[src/hdl/next_fit_id_allocator_unit_assert.svh]
// Assertion macros for the next-fit ID allocator.
// Included by the top level; depends on nothing else.
`ifndef NEXT_FIT_ID_ALLOCATOR_UNIT_ASSERT_SVH
`define NEXT_FIT_ID_ALLOCATOR_UNIT_ASSERT_SVH

// The consequent must hold in the same cycle as the antecedent.
`define NFIA_ASSERT_SAME(label, clk, rst, ante, cons, msg) \
   label: assert property (@(posedge clk) disable iff (rst) (ante) |-> (cons)) \
      else $error(msg);

// The consequent must hold in the cycle after the antecedent.
`define NFIA_ASSERT_NEXT(label, clk, rst, ante, cons, msg) \
   label: assert property (@(posedge clk) disable iff (rst) (ante) |=> (cons)) \
      else $error(msg);

`endif

[src/hdl/nfia_pkg.sv]
// Shared constants, codes, result type and sizing functions of the ID allocator.
// Depends on nothing.
`timescale 1ns / 1ps

package nfia_pkg;

   localparam int ID_COUNT_DEF = 1024;
   localparam int WORD_BITS    = 32;
   localparam int WORD_SHIFT   = 5;
   localparam int ID_FIELD_W   = 10;
   localparam int STATUS_W     = 2;

   localparam logic OP_ALLOC   = 1'b0;
   localparam logic OP_RELEASE = 1'b1;

   localparam logic [STATUS_W-1:0] ST_OK          = 2'd0;
   localparam logic [STATUS_W-1:0] ST_FULL        = 2'd1;
   localparam logic [STATUS_W-1:0] ST_BAD_RELEASE = 2'd2;

   typedef struct packed {
      logic [ID_FIELD_W-1:0] granted_id;
      logic [STATUS_W-1:0]   status;
   } nfia_result_type;

   function automatic int nfia_words(input int id_count);
      return (id_count + WORD_BITS - 1) >> WORD_SHIFT;
   endfunction

   function automatic int nfia_addr_w(input int id_count);
      return (nfia_words(id_count) > 1) ? $clog2(nfia_words(id_count)) : 1;
   endfunction

endpackage

[src/hdl/nfia_if.sv]
// Request and response channel interfaces of the ID allocator.
// Depends on nfia_pkg for the field widths.
`timescale 1ns / 1ps

interface nfia_req_if;
   import nfia_pkg::*;

   logic                  valid;
   logic                  ready;
   logic                  op;
   logic [ID_FIELD_W-1:0] release_id;

   modport source (output valid, op, release_id, input ready);
   modport sink (input valid, op, release_id, output ready);
endinterface

interface nfia_rsp_if;
   import nfia_pkg::*;

   logic                  valid;
   logic                  ready;
   logic [ID_FIELD_W-1:0] granted_id;
   logic [STATUS_W-1:0]   status;

   modport source (output valid, granted_id, status, input ready);
   modport sink (input valid, granted_id, status, output ready);
endinterface

[src/hdl/next_fit_id_allocator_unit.sv]
// Top level of the next-fit ID allocator: sequencer, bitmap memory and response register.
// Depends on nfia_pkg, nfia_if, nfia_ctrl, nfia_bitmap_ram and the assertion header.
// The block hands out unique nonzero IDs below ID_COUNT and takes them back. IDs in
// use sit in a bitmap memory of 32-bit words, one read per cycle. After reset a
// clearing pass writes every word, during which no request is taken. An allocate
// reads words in turn starting at the word of the ID issued last, one word per
// cycle, and stops at the first free ID or, once the search has wrapped all the
// way round, answers full; the word scan sets the rate. A release reads one word
// and rewrites it when the ID was in use.
// One request is worked on at a time; the next is taken once the result has moved
// into the response register, even while that register still waits to be taken.
`timescale 1ns / 1ps

module next_fit_id_allocator_unit #(
   parameter int ID_COUNT = nfia_pkg::ID_COUNT_DEF
) (
   input logic        clock,
   input logic        reset,
   nfia_req_if.sink   req_chan,
   nfia_rsp_if.source rsp_chan
);
   import nfia_pkg::*;

   localparam int AW = nfia_addr_w(ID_COUNT);

   logic                 res_valid;
   logic                 res_ready;
   nfia_result_type      res;
   logic                 mem_rd_en;
   logic [AW-1:0]        mem_rd_addr;
   logic [WORD_BITS-1:0] mem_rd_data;
   logic                 mem_wr_en;
   logic [AW-1:0]        mem_wr_addr;
   logic [WORD_BITS-1:0] mem_wr_data;

   logic                 rsp_valid_ff, rsp_valid_in;
   nfia_result_type      rsp_data_ff;
   logic                 res_load;

   nfia_ctrl #(
      .ID_COUNT (ID_COUNT)
   ) u_ctrl (
      .clock          (clock),
      .reset          (reset),
      .req_valid      (req_chan.valid),
      .req_ready      (req_chan.ready),
      .req_op         (req_chan.op),
      .req_release_id (req_chan.release_id),
      .res_valid      (res_valid),
      .res_ready      (res_ready),
      .res            (res),
      .mem_rd_en      (mem_rd_en),
      .mem_rd_addr    (mem_rd_addr),
      .mem_rd_data    (mem_rd_data),
      .mem_wr_en      (mem_wr_en),
      .mem_wr_addr    (mem_wr_addr),
      .mem_wr_data    (mem_wr_data)
   );

   nfia_bitmap_ram #(
      .ID_COUNT (ID_COUNT)
   ) u_bitmap_ram (
      .clock   (clock),
      .rd_en   (mem_rd_en),
      .rd_addr (mem_rd_addr),
      .rd_data (mem_rd_data),
      .wr_en   (mem_wr_en),
      .wr_addr (mem_wr_addr),
      .wr_data (mem_wr_data)
   );

   assign res_ready    = !rsp_valid_ff || rsp_chan.ready;
   assign res_load     = res_valid && res_ready;
   assign rsp_valid_in = res_load || (rsp_valid_ff && !rsp_chan.ready);

   always_ff @(posedge clock) begin
      if (reset) begin
         rsp_valid_ff <= 1'b0;
      end else begin
         rsp_valid_ff <= rsp_valid_in;
      end
   end

   always_ff @(posedge clock) begin
      if (res_load) begin
         rsp_data_ff <= res;
      end
   end

   assign rsp_chan.valid      = rsp_valid_ff;
   assign rsp_chan.granted_id = rsp_data_ff.granted_id;
   assign rsp_chan.status     = rsp_data_ff.status;

`include "next_fit_id_allocator_unit_assert.svh"

   `NFIA_ASSERT_NEXT(a_busy_after_req, clock, reset, req_chan.valid && req_chan.ready, !req_chan.ready, "request taken while a request is in progress")
   `NFIA_ASSERT_NEXT(a_result_moves, clock, reset, res_valid && res_ready, rsp_chan.valid, "finished result not presented")
   `NFIA_ASSERT_SAME(a_fail_zero_id, clock, reset, rsp_chan.valid && (rsp_chan.status != ST_OK), rsp_chan.granted_id == '0, "failed request carries an ID")
   `NFIA_ASSERT_SAME(a_status_code, clock, reset, rsp_chan.valid, (rsp_chan.status == ST_OK) || (rsp_chan.status == ST_FULL) || (rsp_chan.status == ST_BAD_RELEASE), "undefined status code")

endmodule

[src/hdl/nfia_bitmap_ram.sv]
// Word-organized bitmap memory of IDs in use, one write and one registered read port.
// Depends on nfia_pkg for the word width and sizing functions.
`timescale 1ns / 1ps

module nfia_bitmap_ram #(
   parameter int ID_COUNT = nfia_pkg::ID_COUNT_DEF
) (
   input  logic                                         clock,
   input  logic                                         rd_en,
   input  logic [nfia_pkg::nfia_addr_w(ID_COUNT)-1:0]   rd_addr,
   output logic [nfia_pkg::WORD_BITS-1:0]               rd_data,
   input  logic                                         wr_en,
   input  logic [nfia_pkg::nfia_addr_w(ID_COUNT)-1:0]   wr_addr,
   input  logic [nfia_pkg::WORD_BITS-1:0]               wr_data
);
   import nfia_pkg::*;

   localparam int WORDS = nfia_words(ID_COUNT);

   logic [WORD_BITS-1:0] mem [WORDS];
   logic [WORD_BITS-1:0] rd_data_ff;

   always_ff @(posedge clock) begin
      if (wr_en) begin
         mem[wr_addr] <= wr_data;
      end
      if (rd_en) begin
         rd_data_ff <= mem[rd_addr];
      end
   end

   assign rd_data = rd_data_ff;

endmodule

[src/hdl/nfia_ctrl.sv]
// Sequencer of the ID allocator: clearing pass, next-fit word scan and release check.
// Depends on nfia_pkg; drives the ports of nfia_bitmap_ram.
`timescale 1ns / 1ps

module nfia_ctrl #(
   parameter int ID_COUNT = nfia_pkg::ID_COUNT_DEF
) (
   input  logic                                         clock,
   input  logic                                         reset,
   input  logic                                         req_valid,
   output logic                                         req_ready,
   input  logic                                         req_op,
   input  logic [nfia_pkg::ID_FIELD_W-1:0]              req_release_id,
   output logic                                         res_valid,
   input  logic                                         res_ready,
   output nfia_pkg::nfia_result_type                    res,
   output logic                                         mem_rd_en,
   output logic [nfia_pkg::nfia_addr_w(ID_COUNT)-1:0]   mem_rd_addr,
   input  logic [nfia_pkg::WORD_BITS-1:0]               mem_rd_data,
   output logic                                         mem_wr_en,
   output logic [nfia_pkg::nfia_addr_w(ID_COUNT)-1:0]   mem_wr_addr,
   output logic [nfia_pkg::WORD_BITS-1:0]               mem_wr_data
);
   import nfia_pkg::*;

   localparam int WORDS     = nfia_words(ID_COUNT);
   localparam int AW        = nfia_addr_w(ID_COUNT);
   localparam int BW        = WORD_SHIFT;
   localparam int XW        = AW + BW;
   localparam int IW        = $clog2(ID_COUNT);
   localparam int CW        = $clog2(WORDS + 1);
   localparam int LAST_BITS = ID_COUNT - (WORDS - 1) * WORD_BITS;
   localparam logic [WORD_BITS-1:0] LAST_MASK =
      {WORD_BITS{1'b1}} >> (WORD_BITS - LAST_BITS);

   localparam logic [2:0] S_CLEAR   = 3'd0;
   localparam logic [2:0] S_IDLE    = 3'd1;
   localparam logic [2:0] S_SCAN    = 3'd2;
   localparam logic [2:0] S_REL_CHK = 3'd3;
   localparam logic [2:0] S_RESULT  = 3'd4;

   function automatic logic [BW-1:0] low_index(input logic [WORD_BITS-1:0] v);
      logic [BW-1:0] idx;
      idx = '0;
      for (int i = WORD_BITS - 1; i >= 0; i--) begin
         if (v[i]) begin
            idx = BW'(i);
         end
      end
      return idx;
   endfunction

   logic [2:0]      state_ff, state_in;
   logic [AW-1:0]   clr_addr_ff, clr_addr_in;
   logic [IW-1:0]   last_ff, last_in;
   logic [AW-1:0]   addr_ff, addr_in;
   logic [CW-1:0]   k_ff, k_in;
   logic            issue_ff, issue_in;
   logic            dvalid_ff, dvalid_in;
   logic [AW-1:0]   daddr_ff, daddr_in;
   logic [CW-1:0]   dk_ff, dk_in;
   logic [BW-1:0]   sb_ff, sb_in;
   logic [AW-1:0]   rel_addr_ff, rel_addr_in;
   logic [BW-1:0]   rel_bit_ff, rel_bit_in;
   nfia_result_type res_ff, res_in;

   logic                 accept;
   logic [XW-1:0]        start_ext;
   logic                 id_ok;
   logic [WORD_BITS-1:0] mask;
   logic [WORD_BITS-1:0] free_bits;
   logic [BW-1:0]        free_pos;
   logic [WORD_BITS-1:0] pos_onehot;
   logic [WORD_BITS-1:0] rel_onehot;

   assign req_ready = (state_ff == S_IDLE);
   assign accept    = req_valid && req_ready;
   assign res_valid = (state_ff == S_RESULT);
   assign res       = res_ff;
   assign start_ext = XW'(last_ff);
   assign id_ok     = (req_release_id != '0) && (32'(req_release_id) < ID_COUNT);

   always_comb begin
      mask = (daddr_ff == AW'(WORDS - 1)) ? LAST_MASK : {WORD_BITS{1'b1}};
      if (daddr_ff == '0) begin
         mask[0] = 1'b0;
      end
      if (dk_ff == '0) begin
         mask = mask & (({WORD_BITS{1'b1}} << sb_ff) << 1);
      end
      if (dk_ff == CW'(WORDS)) begin
         mask = mask & ~({WORD_BITS{1'b1}} << sb_ff);
      end
   end

   assign free_bits  = ~mem_rd_data & mask;
   assign free_pos   = low_index(free_bits);
   assign pos_onehot = WORD_BITS'(1) << free_pos;
   assign rel_onehot = WORD_BITS'(1) << rel_bit_ff;

   always_comb begin
      state_in    = state_ff;
      clr_addr_in = clr_addr_ff;
      last_in     = last_ff;
      addr_in     = addr_ff;
      k_in        = k_ff;
      issue_in    = issue_ff;
      dvalid_in   = 1'b0;
      daddr_in    = addr_ff;
      dk_in       = k_ff;
      sb_in       = sb_ff;
      rel_addr_in = rel_addr_ff;
      rel_bit_in  = rel_bit_ff;
      res_in      = res_ff;
      mem_rd_en   = 1'b0;
      mem_rd_addr = addr_ff;
      mem_wr_en   = 1'b0;
      mem_wr_addr = clr_addr_ff;
      mem_wr_data = '0;
      case (state_ff)
         S_CLEAR: begin
            mem_wr_en   = 1'b1;
            clr_addr_in = clr_addr_ff + AW'(1);
            if (clr_addr_ff == AW'(WORDS - 1)) begin
               state_in = S_IDLE;
            end
         end
         S_IDLE: begin
            if (accept) begin
               if (req_op == OP_ALLOC) begin
                  addr_in  = start_ext[XW-1:BW];
                  sb_in    = start_ext[BW-1:0];
                  k_in     = '0;
                  issue_in = 1'b1;
                  state_in = S_SCAN;
               end else if (id_ok) begin
                  rel_addr_in = AW'(req_release_id >> BW);
                  rel_bit_in  = req_release_id[BW-1:0];
                  mem_rd_en   = 1'b1;
                  mem_rd_addr = AW'(req_release_id >> BW);
                  state_in    = S_REL_CHK;
               end else begin
                  res_in.granted_id = '0;
                  res_in.status     = ST_BAD_RELEASE;
                  state_in          = S_RESULT;
               end
            end
         end
         S_SCAN: begin
            if (issue_ff) begin
               mem_rd_en = 1'b1;
               dvalid_in = 1'b1;
               addr_in   = (addr_ff == AW'(WORDS - 1)) ? '0 : addr_ff + AW'(1);
               k_in      = k_ff + CW'(1);
               if (k_ff == CW'(WORDS)) begin
                  issue_in = 1'b0;
               end
            end
            if (dvalid_ff) begin
               if (free_bits != '0) begin
                  mem_wr_en         = 1'b1;
                  mem_wr_addr       = daddr_ff;
                  mem_wr_data       = mem_rd_data | pos_onehot;
                  last_in           = IW'({daddr_ff, free_pos});
                  res_in.granted_id = ID_FIELD_W'({daddr_ff, free_pos});
                  res_in.status     = ST_OK;
                  issue_in          = 1'b0;
                  dvalid_in         = 1'b0;
                  state_in          = S_RESULT;
               end else if (dk_ff == CW'(WORDS)) begin
                  res_in.granted_id = '0;
                  res_in.status     = ST_FULL;
                  issue_in          = 1'b0;
                  dvalid_in         = 1'b0;
                  state_in          = S_RESULT;
               end
            end
         end
         S_REL_CHK: begin
            res_in.granted_id = '0;
            if (mem_rd_data[rel_bit_ff]) begin
               mem_wr_en     = 1'b1;
               mem_wr_addr   = rel_addr_ff;
               mem_wr_data   = mem_rd_data & ~rel_onehot;
               res_in.status = ST_OK;
            end else begin
               res_in.status = ST_BAD_RELEASE;
            end
            state_in = S_RESULT;
         end
         S_RESULT: begin
            if (res_ready) begin
               state_in = S_IDLE;
            end
         end
         default: begin
            state_in = S_IDLE;
         end
      endcase
   end

   always_ff @(posedge clock) begin
      if (reset) begin
         state_ff    <= S_CLEAR;
         clr_addr_ff <= '0;
         last_ff     <= '0;
         issue_ff    <= 1'b0;
         dvalid_ff   <= 1'b0;
      end else begin
         state_ff    <= state_in;
         clr_addr_ff <= clr_addr_in;
         last_ff     <= last_in;
         issue_ff    <= issue_in;
         dvalid_ff   <= dvalid_in;
      end
   end

   always_ff @(posedge clock) begin
      addr_ff     <= addr_in;
      k_ff        <= k_in;
      daddr_ff    <= daddr_in;
      dk_ff       <= dk_in;
      sb_ff       <= sb_in;
      rel_addr_ff <= rel_addr_in;
      rel_bit_ff  <= rel_bit_in;
      res_ff      <= res_in;
   end

endmodule

[src/flat_wrapper.sv]
// flat-port wrapper written by rule: the top's interface ports become plain ports
module next_fit_id_allocator_unit_flat import nfia_pkg::*;
#(
   parameter int ID_COUNT = nfia_pkg::ID_COUNT_DEF
)
  (clock, reset, req_chan_valid, req_chan_op, req_chan_release_id, req_chan_ready, rsp_chan_valid, rsp_chan_granted_id, rsp_chan_status, rsp_chan_ready);
  nfia_req_if req_chan_i ();
  nfia_rsp_if rsp_chan_i ();
  input logic clock;
  input logic reset;
  input wire logic [$bits(req_chan_i.valid)-1:0] req_chan_valid;
  input wire logic [$bits(req_chan_i.op)-1:0] req_chan_op;
  input wire logic [$bits(req_chan_i.release_id)-1:0] req_chan_release_id;
  output wire logic [$bits(req_chan_i.ready)-1:0] req_chan_ready;
  output wire logic [$bits(rsp_chan_i.valid)-1:0] rsp_chan_valid;
  output wire logic [$bits(rsp_chan_i.granted_id)-1:0] rsp_chan_granted_id;
  output wire logic [$bits(rsp_chan_i.status)-1:0] rsp_chan_status;
  input wire logic [$bits(rsp_chan_i.ready)-1:0] rsp_chan_ready;
  assign req_chan_i.valid = req_chan_valid;
  assign req_chan_i.op = req_chan_op;
  assign req_chan_i.release_id = req_chan_release_id;
  assign req_chan_ready = req_chan_i.ready;
  assign rsp_chan_valid = rsp_chan_i.valid;
  assign rsp_chan_granted_id = rsp_chan_i.granted_id;
  assign rsp_chan_status = rsp_chan_i.status;
  assign rsp_chan_i.ready = rsp_chan_ready;
  next_fit_id_allocator_unit #(.ID_COUNT(ID_COUNT)) u_core (.clock(clock), .reset(reset), .req_chan(req_chan_i), .rsp_chan(rsp_chan_i));
endmodule
[config.mk]
export PLATFORM = sky130hd
export DESIGN_NAME = next_fit_id_allocator_unit_flat
export DESIGN_NICKNAME = d
export VERILOG_FILES = /design/src/hdl/nfia_pkg.sv /design/src/hdl/nfia_if.sv /design/src/hdl/next_fit_id_allocator_unit.sv /design/src/hdl/nfia_bitmap_ram.sv /design/src/hdl/nfia_ctrl.sv /design/src/flat_wrapper.sv
export VERILOG_INCLUDE_DIRS = /design/src /design/src/hdl
export SDC_FILE = /design/constraint.sdc
export NUM_CORES = 2
export LEC_CHECK = 0
export BUFFER_PORTS_ARGS = -buffer_cell sky130_fd_sc_hd__buf_2
export CORE_MARGIN = 1
export CORE_UTILIZATION = 28
export DETAILED_ROUTE_END_ITERATION = 12
export PLACE_DENSITY = 0.5
export SLEW_MARGIN = 10
export SYNTH_ARGS = -nofsm -noshare
export SYNTH_HDL_FRONTEND = slang
export SYNTH_SLANG_ARGS = --single-unit
export TNS_END_PERCENT = 5
[constraint.sdc]
create_clock -name clock -period 5.55 [get_ports clock]
set_clock_uncertainty 0.05 [all_clocks]
set_input_delay 1.11 -clock clock [delete_from_list [all_inputs] [get_ports clock]]
set_output_delay 1.11 -clock clock [all_outputs]
set_load 0.05 [all_outputs]
==> results.sh <==
export IMPL_synth_edff_count=1106
export IMPL_synth_top_area_frac=0.7282
export IMPL_p_leak_nw=16.64
export IMPL_num_rows=147
export IMPL_ys_warn_count=0
export IMPL_grt_max_degree=76
export IMPL_reg2reg_to="u_core.u_bitmap_ram.mem[29][7]"
export IMPL_coreArea_um2=161100
export IMPL_start_kind="flip-flop"
export IMPL_whs_path_depth=0
export IMPL_yosys_most_used_dff="edfxtp_1"
export IMPL_reg2reg_from="u_core.u_ctrl.sb_ff[2]"
export IMPL_netlist_instances=2907
export IMPL_setup_viol=0
export IMPL_ant_nets=0
export IMPL_initial_core_util=0.2831
export IMPL_wl_um=137900
export IMPL_stdcell_count=5293
export IMPL_firstDrtPassIters=7
export IMPL_design_area_um2=53640
export IMPL_reg2reg_slack_ns=0.39
export IMPL_hold_viol=0
export IMPL_cp_slowest_cell="edfxtp_1"
export IMPL_drt_iter0_drc=2805
export IMPL_ff2ff_path_depth=11
export IMPL_die_height_um=405.6
export IMPL_cts_made_buffers=117
export IMPL_grt_total_usage=0.1661
export IMPL_clk_latency_ns=0.74
export IMPL_dp_cells=5074
export IMPL_final_core_util=0.3329
export IMPL_rsz0062_at_grt="no"
export IMPL_synth_largest_area_cell="edfxtp_1"
export IMPL_routabilityCongestion=0.9323
export IMPL_cts_resized=0
export IMPL_ir_worst_vdd_mv=0.2654
export IMPL_die_area_um2=164500
export IMPL_overflow=0
export IMPL_synthTopCellsByArea="edfxtp_1, mux4_2, nand2_1"
export IMPL_syn2layout_area_growth_pct=17.60
export IMPL_critPathMaxStageDelay_ns=0.69
export IMPL_fin_crit_sh=0.9303
export IMPL_path_clk_slew_ns=0.06
export IMPL_htree_levels=3
export IMPL_dieWidth_um=405.6
export IMPL_yosysSeqAreaShare=0.7422
export IMPL_seq_area_um2=33850
export IMPL_syn_cell_area_um2=45610
export IMPL_whs_endpoint="u_core.rsp_chan.granted_id[6]"
export IMPL_yosys_register_bits=1138
export IMPL_cts_tree="done"
export IMPL_io_pin_count=29
export IMPL_vias=27210
export IMPL_cp_startpoint="u_core.u_ctrl.sb_ff[2]"
export IMPL_dp_hpwl_um=78990
export IMPL_post_cts_buffers=0
export IMPL_outcome="completed"
export IMPL_worstHoldPathType="reg2reg"
export IMPL_crit_path_cell_trace="buf_4 > a31oi_1 > nor2_1 > o41ai_2 > nand4_1 > nor4_4 > nand2_2 > a221oi_4 > nand4_1 > nor2_4 > buf_4"
export IMPL_async_flop_share=0
export IMPL_grt_antenna_before_repair=0
export IMPL_io_buffer_count=28
export IMPL_syn_nets=2928
export IMPL_clk_path_buf_depth=3
export IMPL_drv_cap=0
export IMPL_crit_family="simple AND/OR/NAND/NOR gates"
export IMPL_multi_input_area_um2=11480
export IMPL_syn_avg_cell_area_um2=15.69
export IMPL_drive_gt1_frac=0.1979
export IMPL_tns_ns=0
export IMPL_finalCriticalPeriod_ns=5.163
export IMPL_tightest_slew_ns=1.079
export IMPL_ctsHoldBuffers=0
export IMPL_nNetsFinal=3054
export IMPL_fillCellCount=15530
export IMPL_critPathMaxFanout=22
export IMPL_path_buf_inv=2
export IMPL_wl_per_cell_um=26.05
export IMPL_grt_pass1_wl_um=196200
export IMPL_grt_pass1_vias=26430
export IMPL_required_ns=5.84
export IMPL_finalMaxSlewViolations=0
export IMPL_crit_type="reg2reg"
export IMPL_via_per_inst=5.140
export IMPL_ys_types=83
export IMPL_n_antenna_cell=0
export IMPL_fmax_mhz=193.7
export IMPL_cts_root_buf="clkbuf_16"
export IMPL_p_per_area_nw_per_um2=327.2
export IMPL_cp_end_kind="flip-flop"
export IMPL_worstHoldStart="u_core.u_ctrl.res[8]"
export IMPL_dpl_cell_area_um2=49770
export IMPL_cts_sinks=1138
export IMPL_maxSlewHeadroom=0.2780
export IMPL_drc=0
export IMPL_arrival_ns=5.45
cell families after synthesis:
logic type                 synth area share
DFF                                  0.7422
and+or+nand+nor                      0.1018
AOI/OAI and AO/OA                   0.05978
buffers and inverters               0.01682
muxes                               0.07602
xor gates and xnor gates           0.001728
adders and majority gates          0.001646
worst max-delay path by stage:
stage	to	slack (ns)	depth (start not counted)
floorplan	u_core.u_bitmap_ram.mem[12][0]	0.81	10
global placement	u_core.u_bitmap_ram.rd_data[19]	0.63	9
detailed placement	u_core.u_bitmap_ram.mem[29][15]	0.58	11
CTS	u_core.u_bitmap_ram.mem[29][7]	0.53	11
global route	u_core.u_bitmap_ram.mem[29][7]	0.25	11
finish	u_core.u_bitmap_ram.mem[29][7]	0.39	11
power breakdown:
part	total, mW	leakage [nW]	internal [mW]	switching, mW
Clock	7.96	1.88	4.59	3.37
Sequential	9.41	9.46	9.39	0.0223
Combinational	0.185	5.30	0.0532	0.132
Total	17.6	16.6	14.0	3.52
per-stage QoR:
step | power [mW] | worst slack, ns | hold slack, ns
2_1_floorplan | 9.672 | 0.8072 | 0.3405
4_1_cts | 17.72 | 0.5294 | 0.3688
5_1_grt | 18.03 | 0.2530 | 0.3754
3_3_place_gp | 9.777 | 0.6327 | 0.3508
3_5_place_dp | 9.780 | 0.5804 | 0.3545
6_report | 17.55 | 0.3871 | 0.3677
area by class of cell:
| cell class | instances | share of cell area |
|---|---|---|
| repair buffers | 180 | 0.03135 |
| multi-input cells | 1582 | 0.2140 |
| inverters | 14 | 0.0009797 |
| clock buffers | 136 | 0.05631 |
| clock inverters | 83 | 0.01589 |
| flip-flops and latches | 1138 | 0.6311 |
| well taps | 2160 | 0.05039 |
cell usage in the layout (no fill, tap or decap), drive strengths merged, types with 4 or more instances in the layout:
| cell type | n |
|---|---|
| a211oi | 7 |
| a21o | 4 |
| a21oi | 71 |
| a221oi | 4 |
| a22oi | 69 |
| a31o | 8 |
| a31oi | 52 |
| a32oi | 33 |
| a41oi | 5 |
| and2 | 8 |
| and3 | 13 |
| and4 | 4 |
| buf | 180 |
| bufinv | 15 |
| clkbuf | 136 |
| clkinv | 57 |
| clkinvlp | 6 |
| dfxtp | 32 |
| edfxtp | 1106 |
| ha | 6 |
| inv | 19 |
| mux2i | 46 |
| mux4 | 132 |
| nand2 | 518 |
| nand2b | 9 |
| nand3 | 181 |
| nand4 | 105 |
| nor2 | 86 |
| nor2b | 8 |
| nor3 | 13 |
| nor3b | 5 |
| nor4 | 11 |
| o211ai | 9 |
| o21ai | 90 |
| o311ai | 4 |
| o31ai | 8 |
| or2 | 7 |
| or3 | 12 |
| xnor2 | 5 |
| xor2 | 4 |
state kept, by name (all words and copies together), names as in the netlist:
signal                       count
u_core.u_ctrl.dvalid_ff          1
u_core.u_ctrl.clr_addr_ff        5
u_core.u_ctrl.addr_ff            5
u_core.rsp_chan.granted_id      10
u_core.u_ctrl.rel_addr_ff        5
u_core.u_ctrl.last_ff           10
u_core.rsp_chan.status           2
u_core.u_ctrl.state_ff           3
u_core.rsp_chan.valid            1
u_core.u_ctrl.dk_ff              6
u_core.u_ctrl.rel_bit_ff         5
u_core.u_bitmap_ram.mem       1024
u_core.u_bitmap_ram.rd_data     32
u_core.u_ctrl.dk_in              6
u_core.u_ctrl.sb_ff              5
u_core.u_ctrl.daddr_ff           5
u_core.u_ctrl.res               12
u_core.u_ctrl.issue_ff           1
cell usage after synthesis (46+ instances only):
cell / instances
a31oi_1: 51
nand3_1: 177
nand2_1: 513
mux2i_1: 46
o21ai_0: 86
nand4_1: 101
nor2_1: 85
mux4_2: 132
a22oi_1: 69
a21oi_1: 70
clkbuf_1: 124
edfxtp_1: 1106
routing by layer:
metal | track usage | part of all wire | routed length [um]
met5 | 0 | 0 | 0
met4 | 0.04687 | 0.025 | 3437
met3 | 0.02930 | 0.067 | 9241
met2 | 0.2615 | 0.46 | 64040
met1 | 0.2342 | 0.44 | 61160
(Power assumes the default switching activity.)
